### src/hdl/pksd_pkg.sv
package pksd_pkg;

  localparam int KEYS_DEFAULT = 3;

  localparam int KEY_W    = 4;
  localparam int DIST_W   = 12;
  localparam int TIME_W   = 32;
  localparam int SEL_W    = 2;
  localparam int LEVEL_W  = 14;
  localparam int NOTE_W   = 7;
  localparam int CFG_IDX_W = 2;

  localparam logic [LEVEL_W-1:0] LET_OFF_RESET = 14'd2500;
  localparam logic [LEVEL_W-1:0] STRIKE_RESET  = 14'd2100;
  localparam logic [LEVEL_W-1:0] DROP_RESET    = 14'd3000;

  localparam logic [NOTE_W-1:0] BOARD_RESET    = 7'd0;
  localparam logic [NOTE_W-1:0] BASE_RESET     = 7'd65;
  localparam logic [NOTE_W-1:0] VELOCITY_RESET = 7'd80;
  localparam logic [NOTE_W-1:0] NOTE_MAX       = 7'd127;

  localparam logic [CFG_IDX_W-1:0] CFG_BOARD_INDEX    = 2'd0;
  localparam logic [CFG_IDX_W-1:0] CFG_BASE_NOTE      = 2'd1;
  localparam logic [CFG_IDX_W-1:0] CFG_FIXED_VELOCITY = 2'd2;

  localparam logic [SEL_W-1:0] THR_LET_OFF = 2'd0;
  localparam logic [SEL_W-1:0] THR_STRIKE  = 2'd1;
  localparam logic [SEL_W-1:0] THR_DROP    = 2'd2;

  typedef enum logic {
    OP_SAMPLE = 1'b0,
    OP_THRESH = 1'b1
  } op_e;

  typedef enum logic {
    EV_NOTE_ON  = 1'b0,
    EV_NOTE_OFF = 1'b1
  } event_e;

  typedef enum logic [1:0] {
    PH_IDLE  = 2'd0,
    PH_FLY   = 2'd1,
    PH_SOUND = 2'd2
  } phase_e;

  typedef struct packed {
    op_e                op;
    logic [KEY_W-1:0]   key;
    logic [DIST_W-1:0]  sample;
    logic [TIME_W-1:0]  ts;
    logic [SEL_W-1:0]   sel;
    logic [LEVEL_W-1:0] level;
  } item_t;

  typedef struct packed {
    logic              fire;
    event_e            kind;
    logic [TIME_W-1:0] flight;
  } event_t;

endpackage

### src/hdl/piano_key_strike_detector.sv
// Piano key strike detector: takes one item per clock (a hammer distance sample or a
// threshold write for one key) and reports note-on events with flight time and
// note-off events. An accepted item is held in the input register, is decided
// against its key's phase and thresholds, and its result, if any, is written into
// the result register as the item leaves, so the sustained rate is one item per
// cycle. The only thing that holds the input back is a result waiting in the result
// register while out_ready_i is low and the held item needs to advance.
// Configuration writes are always taken (cfg_ready_o is tied high).
module piano_key_strike_detector
  import pksd_pkg::*;
#(
  parameter int KEYS = KEYS_DEFAULT
) (
  input  logic                 clk_i,
  input  logic                 rst_ni,
  input  logic                 in_valid_i,
  output logic                 in_ready_o,
  input  logic                 operation_i,
  input  logic [KEY_W-1:0]     key_index_i,
  input  logic [DIST_W-1:0]    distance_sample_i,
  input  logic [TIME_W-1:0]    timestamp_ms_i,
  input  logic [SEL_W-1:0]     threshold_select_i,
  input  logic [LEVEL_W-1:0]   threshold_value_i,
  output logic                 out_valid_o,
  input  logic                 out_ready_i,
  output logic                 event_kind_o,
  output logic [NOTE_W-1:0]    note_number_o,
  output logic [NOTE_W-1:0]    velocity_o,
  output logic [TIME_W-1:0]    flight_time_ms_o,
  input  logic                 cfg_valid_i,
  output logic                 cfg_ready_o,
  input  logic [CFG_IDX_W-1:0] cfg_index_i,
  input  logic [NOTE_W-1:0]    cfg_data_i
);

  localparam int SumW = $clog2(128 * (KEYS + 1) + KEYS);

  logic [NOTE_W-1:0] board_q;
  logic [NOTE_W-1:0] base_q;
  logic [NOTE_W-1:0] vel_cfg_q;

  logic  s1_valid_q;
  item_t s1_q;
  logic  s1_adv;

  event_t ev;

  logic              out_valid_q;
  event_e            kind_q;
  logic [NOTE_W-1:0] note_q;
  logic [NOTE_W-1:0] vel_q;
  logic [TIME_W-1:0] flight_q;

  logic [SumW-1:0]   note_sum;
  logic [NOTE_W-1:0] note_sat;

  assign cfg_ready_o = 1'b1;

  always_ff @(posedge clk_i or negedge rst_ni) begin
    if (!rst_ni) begin
      board_q   <= BOARD_RESET;
      base_q    <= BASE_RESET;
      vel_cfg_q <= VELOCITY_RESET;
    end else if (cfg_valid_i) begin
      case (cfg_index_i)
        CFG_BOARD_INDEX:    board_q   <= cfg_data_i;
        CFG_BASE_NOTE:      base_q    <= cfg_data_i;
        CFG_FIXED_VELOCITY: vel_cfg_q <= cfg_data_i;
        default:            ;
      endcase
    end
  end

  // advance the held item only when the result register can take its result
  assign s1_adv     = s1_valid_q && (!out_valid_q || out_ready_i);
  assign in_ready_o = !s1_valid_q || s1_adv;

  always_ff @(posedge clk_i or negedge rst_ni) begin
    if (!rst_ni) begin
      s1_valid_q <= 1'b0;
    end else if (in_ready_o) begin
      s1_valid_q <= in_valid_i;
    end
  end

  always_ff @(posedge clk_i) begin
    if (in_ready_o && in_valid_i) begin
      s1_q.op     <= op_e'(operation_i);
      s1_q.key    <= key_index_i;
      s1_q.sample <= distance_sample_i;
      s1_q.ts     <= timestamp_ms_i;
      s1_q.sel    <= threshold_select_i;
      s1_q.level  <= threshold_value_i;
    end
  end

  pksd_key_bank #(
    .KEYS(KEYS)
  ) u_key_bank (
    .clk_i  (clk_i),
    .rst_ni (rst_ni),
    .step_i (s1_adv),
    .item_i (s1_q),
    .event_o(ev)
  );

  assign note_sum = SumW'(base_q) + SumW'(s1_q.key) + SumW'(board_q) * SumW'(KEYS);
  assign note_sat = (note_sum > SumW'(NOTE_MAX)) ? NOTE_MAX : note_sum[NOTE_W-1:0];

  always_ff @(posedge clk_i or negedge rst_ni) begin
    if (!rst_ni) begin
      out_valid_q <= 1'b0;
    end else if (s1_adv) begin
      out_valid_q <= ev.fire;
    end else if (out_ready_i) begin
      out_valid_q <= 1'b0;
    end
  end

  always_ff @(posedge clk_i) begin
    if (s1_adv && ev.fire) begin
      kind_q   <= ev.kind;
      note_q   <= note_sat;
      vel_q    <= (ev.kind == EV_NOTE_ON) ? vel_cfg_q : '0;
      flight_q <= ev.flight;
    end
  end

  assign out_valid_o      = out_valid_q;
  assign event_kind_o     = kind_q;
  assign note_number_o    = note_q;
  assign velocity_o       = vel_q;
  assign flight_time_ms_o = flight_q;

  a_stall_cause: assert property (@(posedge clk_i) disable iff (!rst_ni)
    !in_ready_o |-> (s1_valid_q && out_valid_q && !out_ready_i))
    else $error("input stalled without a blocked result");

  a_held_item: assert property (@(posedge clk_i) disable iff (!rst_ni)
    (s1_valid_q && !s1_adv) |=> (s1_valid_q && $stable(s1_q)))
    else $error("held item changed or was lost");

  a_note_off_zero: assert property (@(posedge clk_i) disable iff (!rst_ni)
    (out_valid_q && kind_q == EV_NOTE_OFF) |-> (vel_q == '0 && flight_q == '0))
    else $error("note-off carries velocity or flight time");

endmodule

### src/hdl/pksd_key_bank.sv
module pksd_key_bank
  import pksd_pkg::*;
#(
  parameter int KEYS = KEYS_DEFAULT
) (
  input  logic   clk_i,
  input  logic   rst_ni,
  input  logic   step_i,
  input  item_t  item_i,
  output event_t event_o
);

  localparam int KeyIdxW = (KEYS > 1) ? $clog2(KEYS) : 1;
  localparam logic [KEY_W:0] KeysLimit = (KEY_W+1)'(KEYS);

  phase_e             phase_q  [KEYS];
  logic [TIME_W-1:0]  start_q  [KEYS];
  logic [LEVEL_W-1:0] let_off_q[KEYS];
  logic [LEVEL_W-1:0] strike_q [KEYS];
  logic [LEVEL_W-1:0] drop_q   [KEYS];

  logic [KeyIdxW-1:0] idx;
  logic               in_range;
  phase_e             phase_rd;
  phase_e             phase_d;
  logic               phase_we;
  logic               start_we;
  logic               let_off_we;
  logic               strike_we;
  logic               drop_we;
  logic [LEVEL_W-1:0] dist_ext;

  assign idx      = item_i.key[KeyIdxW-1:0];
  assign in_range = {1'b0, item_i.key} < KeysLimit;
  assign phase_rd = phase_q[idx];
  assign dist_ext = {{(LEVEL_W-DIST_W){1'b0}}, item_i.sample};

  always_comb begin
    event_o    = '0;
    phase_d    = phase_rd;
    phase_we   = 1'b0;
    start_we   = 1'b0;
    let_off_we = 1'b0;
    strike_we  = 1'b0;
    drop_we    = 1'b0;
    if (step_i && in_range) begin
      if (item_i.op == OP_THRESH) begin
        case (item_i.sel)
          THR_LET_OFF: let_off_we = 1'b1;
          THR_STRIKE:  strike_we  = 1'b1;
          THR_DROP:    drop_we    = 1'b1;
          default:     ;
        endcase
      end else begin
        case (phase_rd)
          PH_FLY: begin
            if (dist_ext < strike_q[idx]) begin
              phase_d        = PH_SOUND;
              phase_we       = 1'b1;
              event_o.fire   = 1'b1;
              event_o.kind   = EV_NOTE_ON;
              event_o.flight = item_i.ts - start_q[idx];
            end else if (dist_ext > let_off_q[idx]) begin
              phase_d  = PH_IDLE;
              phase_we = 1'b1;
            end
          end
          PH_SOUND: begin
            if (dist_ext > drop_q[idx]) begin
              phase_d      = PH_IDLE;
              phase_we     = 1'b1;
              event_o.fire = 1'b1;
              event_o.kind = EV_NOTE_OFF;
            end
          end
          default: begin
            // an unused code behaves as idle and is normalised here
            phase_we = 1'b1;
            if (dist_ext < let_off_q[idx]) begin
              phase_d  = PH_FLY;
              start_we = 1'b1;
            end else begin
              phase_d = PH_IDLE;
            end
          end
        endcase
      end
    end
  end

  always_ff @(posedge clk_i or negedge rst_ni) begin
    if (!rst_ni) begin
      for (int k = 0; k < KEYS; k++) begin
        phase_q[k]   <= PH_IDLE;
        start_q[k]   <= '0;
        let_off_q[k] <= LET_OFF_RESET;
        strike_q[k]  <= STRIKE_RESET;
        drop_q[k]    <= DROP_RESET;
      end
    end else begin
      if (phase_we)   phase_q[idx]   <= phase_d;
      if (start_we)   start_q[idx]   <= item_i.ts;
      if (let_off_we) let_off_q[idx] <= item_i.level;
      if (strike_we)  strike_q[idx]  <= item_i.level;
      if (drop_we)    drop_q[idx]    <= item_i.level;
    end
  end

endmodule
### config.mk
export PLATFORM = sky130hd
export DESIGN_NAME = piano_key_strike_detector
export DESIGN_NICKNAME = d
export VERILOG_FILES = /design/src/hdl/pksd_pkg.sv /design/src/hdl/piano_key_strike_detector.sv /design/src/hdl/pksd_key_bank.sv
export SDC_FILE = /design/constraint.sdc
export NUM_CORES = 1
export LEC_CHECK = 0
export BUFFER_PORTS_ARGS = -buffer_cell sky130_fd_sc_hd__buf_4
export CAP_MARGIN = 10
export CORE_ASPECT_RATIO = 0.7
export CORE_MARGIN = 8
export CORE_UTILIZATION = 61
export DETAILED_ROUTE_END_ITERATION = 10
export PLACE_DENSITY = 0.92
export SLEW_MARGIN = 30
export SYNTH_ARGS = -nofsm -noshare
export SYNTH_HDL_FRONTEND = slang
export SYNTH_SLANG_ARGS = --single-unit
### constraint.sdc
create_clock -name clk_i -period 8.85 [get_ports clk_i]
set_clock_uncertainty 0.15 [all_clocks]
set_input_delay 2.655 -clock clk_i [delete_from_list [all_inputs] [get_ports clk_i]]
set_output_delay 2.655 -clock clk_i [all_outputs]
set_load 0.005 [all_outputs]
## After elaboration in Yosys (flattened, before gate mapping)

Index checks and enable logic that the tools add are counted.

- Register bits after elaboration: 363
- Bits of input ports: 79
- Output and inout port bits: 50
- Word-level logic and storage cells: 129

- $add $sub $neg: 3
- $mul: 1
- Magnitude comparators: 8
- Equal/unequal tests: 6
- Mux-type cells: 60
- Bitwise gates (word level): 4
- Reduce and logical (&&, ||, !) cells: 17

Operator list:

| cell | number |
|---|---|
| 32-bit 2-to-1 mux | 4 |
| 42-bit bitwise mux | 3 |
| 34-bit 2-to-1 mux | 3 |
| 14-bit 2-to-1 mux | 7 |
| 96-bit bitwise mux | 1 |
| 14-bit binary-select mux with 2-bit select | 3 |
| 32-bit binary-select mux with 2-bit select | 1 |
| 32-bit demux with 2-bit select | 1 |
| 32-bit subtractor | 1 |
| 14-bit demux with 2-bit select | 1 |
| 12-bit by 14-bit > comparator with 1-bit output | 2 |
| 12-bit by 14-bit < comparator with 1-bit output | 2 |
| 1-bit 2-to-1 mux | 21 |
| 2-bit 2-to-1 mux | 9 |
| 8-bit by 9-bit adder with 10-bit output | 1 |
| 10-bit by 7-bit > comparator with 1-bit output, second input constant | 1 |
| 7-bit by 2-bit multiplier with 9-bit output, second input constant | 1 |
| 7-bit by 4-bit adder with 8-bit output | 1 |
| 2-bit case mux with 2 select lines | 2 |
| 6-bit bitwise mux | 1 |
| 2-bit by 1-bit equality test with 1-bit output, second input constant | 3 |
| 2-bit equality test, second input constant | 3 |
| 2-bit AND reduction | 3 |
| 1-bit logical AND | 5 |
| 14 further kinds | 19 |

## Logic depth before layout (Yosys ltp)

- Word-level depth: 11
- Mapped depth: 17
- Mapped depth without buffers: 15

## Modules after synthesis

A second synthesis with hierarchy kept.

- Cells, all modules: 1372
- Area total of the unflattened synthesis: 17719.5 um^2

By module, submodules not included:

| module | instances | cells each | area an instance (um^2) | sequential area each (um^2) |
|---|---|---|---|---|
| pksd_key_bank | 1 | 1124 | 12788.5 | 5765.5 |
| piano_key_strike_detector | 1 | 248 | 4931.0 | 3943.8 |

## Worst setup path after synthesis

No wires, ideal clock.

- Path type: input port to flip-flop
- From: input out_ready_i
- To: register kind_q, in the netlist event_kind_o (enable)
- Setup time: 0.518 ns
- Arrival time: 6.802 ns
- Data required time: 8.182 ns
- Slack: 1.380 ns
- Stages: 5
- Buffers on the path: 0
- Cell sequence: nand2b_1 -> nand4_1 -> nor2_1 -> o211ai_2 -> o21ai_0

- Word-level cells in the longest chain between the ends: 5

RTL lines:

| element | line | RTL |
|---|---|---|
| start: declaration | piano_key_strike_detector.sv:25 | `input logic out_ready_i,` |
| 1-bit logical OR (*) | piano_key_strike_detector.sv:75 | `assign s1_adv = s1_valid_q && (!out_valid_q \|\| out_ready_i);` |
| 1-bit logical AND (*) | piano_key_strike_detector.sv:75 |  |
| 1-bit logical AND | pksd_key_bank.sv:46 | `if (step_i && in_range) begin` |
| 34-bit 2-to-1 mux | pksd_key_bank.sv:46 |  |
| 1-bit logical AND (*) | piano_key_strike_detector.sv:121 | `if (s1_adv && ev.fire) begin` |
| end signal: assignment | piano_key_strike_detector.sv:122 | `kind_q <= ev.kind;` |
| end: declaration | piano_key_strike_detector.sv:49 | `event_e kind_q;` |

Mark *: on every way between the ends. The rest lies on a longest branch, timed or not.
A chain may end at the register's enable or synchronous reset.

## Worst setup path in the final report

- From: input out_ready_i
- To: output in_ready_o

- Word-level cells in the longest chain between the ends: 3

RTL lines:

| element | line | RTL |
|---|---|---|
| 1-bit logical OR | piano_key_strike_detector.sv:75 |  |
| 1-bit logical AND | piano_key_strike_detector.sv:75 |  |
| 1-bit logical OR | piano_key_strike_detector.sv:76 | `assign in_ready_o = !s1_valid_q \|\| s1_adv;` |
| end: declaration | piano_key_strike_detector.sv:17 | `output logic in_ready_o,` |

No other way between the ends.

==> metrics.md <==
| Metric | Value |
|---|---|
| Outcome | `finished clean` |
| Row cnt | `52` |
| Clock buffer count from CTS | `35` |
| Hold Vio Cnt, Final | `0` |
| Core area | `28700 µm²` |
| Post-CTS setup buffer count | `0` |
| Drt via density | `between 6 and 7` |
| CP top delay family | `buffers and inverters` |
| Die ar. | `approximately 35000 µm²` |
| Total Neg Setup Slack | `0 ns` |
| Commonest non-fill, non-tap cells in the layout | `mux2_2 (238), dfrtp_1 (199), buf_4 (143)` |
| Largest net degree at the start of global routing | `94` |
| CP Buf/Inv Count | `2` |
| Clock Latency Late Sink | `0.55 ns` |
| Synth warnings | `0` |
| Syn_nets | `~1600` |
| Layout cells sized above 1 | `between 30% and 40%` |
| Hold buffer count at cts | `0` |
| Gr usage total | `23.9%` |
| Number of global-route vias before repair | `between 10000 and 15000` |
| Wire per inst | `about 22 µm` |
| Detailed Routing Iterations Pass 1 | `8` |
| DR DRC count | `0` |
| Antenna viol nets, final | `0` |
| Yosys cell types | `74` |
| Antenna violations before repair | `1` |
| Crit. End Element | `primary output` |
| DP Area | `19200 µm²` |
| Crit start category | `input port` |
| Syn Area/Cell | `~13 µm²` |
| CTS resizes | `0` |
| Multi-input logic area | `~7600 µm²` |
| Final Util | `between 70% and 80%` |
| Commonest non-fill, non-tap cell in the layout | `mux2_2` |
| Root buffer cell | `clkbuf_16` |
| IO buf count | `about 130` |
| Worst slew pin tran | `between 0.9 and 1 ns` |
| Via count | `~12000` |
| Clock-pin slew on the worst setup and hold paths | `approximately 0.06 ns` |
| CP peak stage delay | `0.20 ns` |
| Initial DRC Count | `between 900 and 1000` |
| Worst path slowest cell | `nand3b_1` |
| Number of flops mapped to enable cells by yosys | `about 110` |
| Worst hold path type | `reg2reg` |
| First-pass GRT wire length | `between 60000 and 70000 µm` |
| CP Data Arrival Time | `about 3.1 ns` |
| Area of the mapped netlist | `about 18000 µm²` |
| Fill count | `1817` |
| Final setup vio count | `0` |
| Ordered list of cells on the worst path | `buf_4, nand3b_1, buf_4` |
| Antenna fix cells | `0` |
| Max Slew Vio Count | `0` |
| Num Clock Sinks | `363` |
| Die Y | `159 µm` |
| CTS tree | `done` |
| Overall power | `4.40 mW` |
| P&R area growth vs syn | `14.7%` |
| DP HPWL | `around 27000 µm` |
| H-Tree Depth | `2` |
| Post-route cell area | `about 20000 µm²` |
| Worst path required time | `just over 6 ns` |
| Top Ports | `~130` |
| Main synth FF type | `dfrtp_1` |
| PwrDens | `~220 nW/µm²` |
| Ranking of synthesized cells by area | `dfrtp_1 (28%), edfxtp_1 (19%), mux2_2 (15%)` |
| Clk buf depth | `3` |
| Share of flip-flops with an asynchronous set or reset | `about 70%` |
| WS Path Type | `in2out` |
| Sequential fraction of the synthesis area | `a little over half` |
| Initial Util | `roughly 62%` |
| Max VDD drop | `0.000252 V` |
| #FFs+latches synth | `roughly 360` |
| Slew margin rel. | `between 30% and 40%` |
| Die X | `between 200 and 250 µm` |
| Most used cell, CP | `buf_4` |
| Routed WL | `41400 µm` |
| Leakage | `between 8 and 9 nW` |
| Final Cycle Share | `67.1%` |
| Final #Nets | `between 1500 and 2000` |
| Max Cap Viol | `0` |
| Cell count after synthesis | `approximately 1400` |
| Dominant cell type by area after synthesis | `dfrtp_1` |
| Crit Path Max Fanout | `3` |
| GP Congestion | `slightly above 0.9` |
| Minimum clock period after layout | `5.93 ns` |
| RSZ-0062 raised after global routing | `no` |
| Fmax | `roughly 170 MHz` |
| Register area | `between 9000 and 10000 µm²` |
| Top-area cell type share of the netlist area | `between 20% and 30%` |
| GRT overflow | `0` |
| Fin Hold WS | `around 0.34 ns` |
final cells by class:
class	instances	area share (%)
Clock buffer	43	4.62
Clock inverter	21	0.820
Inverter	50	0.925
Multi-Input combinational cell	922	37.5
Sequential cell	363	47.8
Tap cell	378	2.33
Timing Repair Buffer	149	5.93
per-stage QoR:
stage / std cells / worst slack, ns
final: 1926 / 2.92
after global routing: 1926 / 2.82
after CTS: 1925 / 2.92
after detailed placement: 1861 / 2.92
after global placement: 1858 / 2.95
after floorplan: 1387 / 1.38
logic make-up after synthesis:
logic type / Yosys count / synth area share [%]
flops: 363 / 54.9
mux: 315 / 19.5
simple gates: 256 / 6.93
compound gates: 237 / 8.21
buf+inv: 102 / 2.43
fa+ha+maj: 92 / 6.97
xor+xnor: 21 / 1.04
other cells: 1 / 0.0212
worst paths after layout:
check | to | cells after the start | slack, ns | startpoint
max | in_ready_o | 3 | 2.92 | out_ready_i
min | u_key_bank.start_q[33] | 1 | 0.34 | u_key_bank.start_q[33]
min in group asynchronous | u_key_bank.start_q[38] | 1 | 1.91 | rst_ni
max in group asynchronous | u_key_bank.start_q[5] | 3 | 5.19 | rst_ni
max reg2reg | flight_time_ms_o[24] | 15 | 3.20 | s1_q[61]
min reg2reg | u_key_bank.start_q[33] | 1 | 0.34 | u_key_bank.start_q[33]
power by group:
part	switching, mW	leakage (nW)	total [mW]	internal [mW]
Sequential	0.118	4.21	2.05	1.93
Combinational	0.487	4.22	0.891	0.404
Clock	0.642	0.547	1.46	0.818
Total	1.25	8.98	4.40	3.15
sequential cells by signal (all words and copies together), names as in the netlist:
signal / count
u_key_bank.start_q: 96
s1_q: 65
u_key_bank.drop_q: 42
u_key_bank.let_off_q: 42
u_key_bank.strike_q: 42
flight_time_ms_o: 32
base_q: 7
board_q: 7
note_number_o: 7
vel_cfg_q: 7
velocity_o: 7
u_key_bank.phase_q: 6
event_kind_o: 1
out_valid_o: 1
s1_valid_q: 1
metal layers:
layer	share of wire [%]	vias to the layer above	GRT usage [%]
met2	47	494	38.6
met3	6.8	114	4.44
met1	43	5961	32.4
met5	0.031	-	0
li1	-	5296	-
met4	3.0	2	8.44
worst reg2reg max path, cell delays in order, from the launching register on:
cell	delay (ns)
edfxtp_1	1.00
inv_2	0.29
nor2_4	0.78
buf_4	0.58
nand2_1	0.11
o21ai_0	0.09
ha_1	0.26
fa_1	0.22
nor2b_1	0.08
o31a_1	0.29
o31a_1	0.29
a21oi_2	0.32
o21bai_1	0.18
a211oi_1	0.46
o41ai_1	0.15
mux2i_1	0.13
synth_stat cells, drive strengths merged (4+ instances only):
cell	count
mux2	243
dfrtp	199
nor2	114
edfxtp	112
a21oi	107
ha	81
mux2i	72
dfstp	52
nand2	51
inv	50
o21ai	43
buf	35
a21o	18
clkbuf	17
and2	12
nand2b	12
fa	11
nor3	11
xor2	11
xnor2	10
a31oi	9
nand3	9
nand4	9
nor2b	8
o211ai	8
o21a	8
a211oi	7
and3	6
o31ai	6
nor4	4
Note: power is estimated with default switching activity, not from simulation.
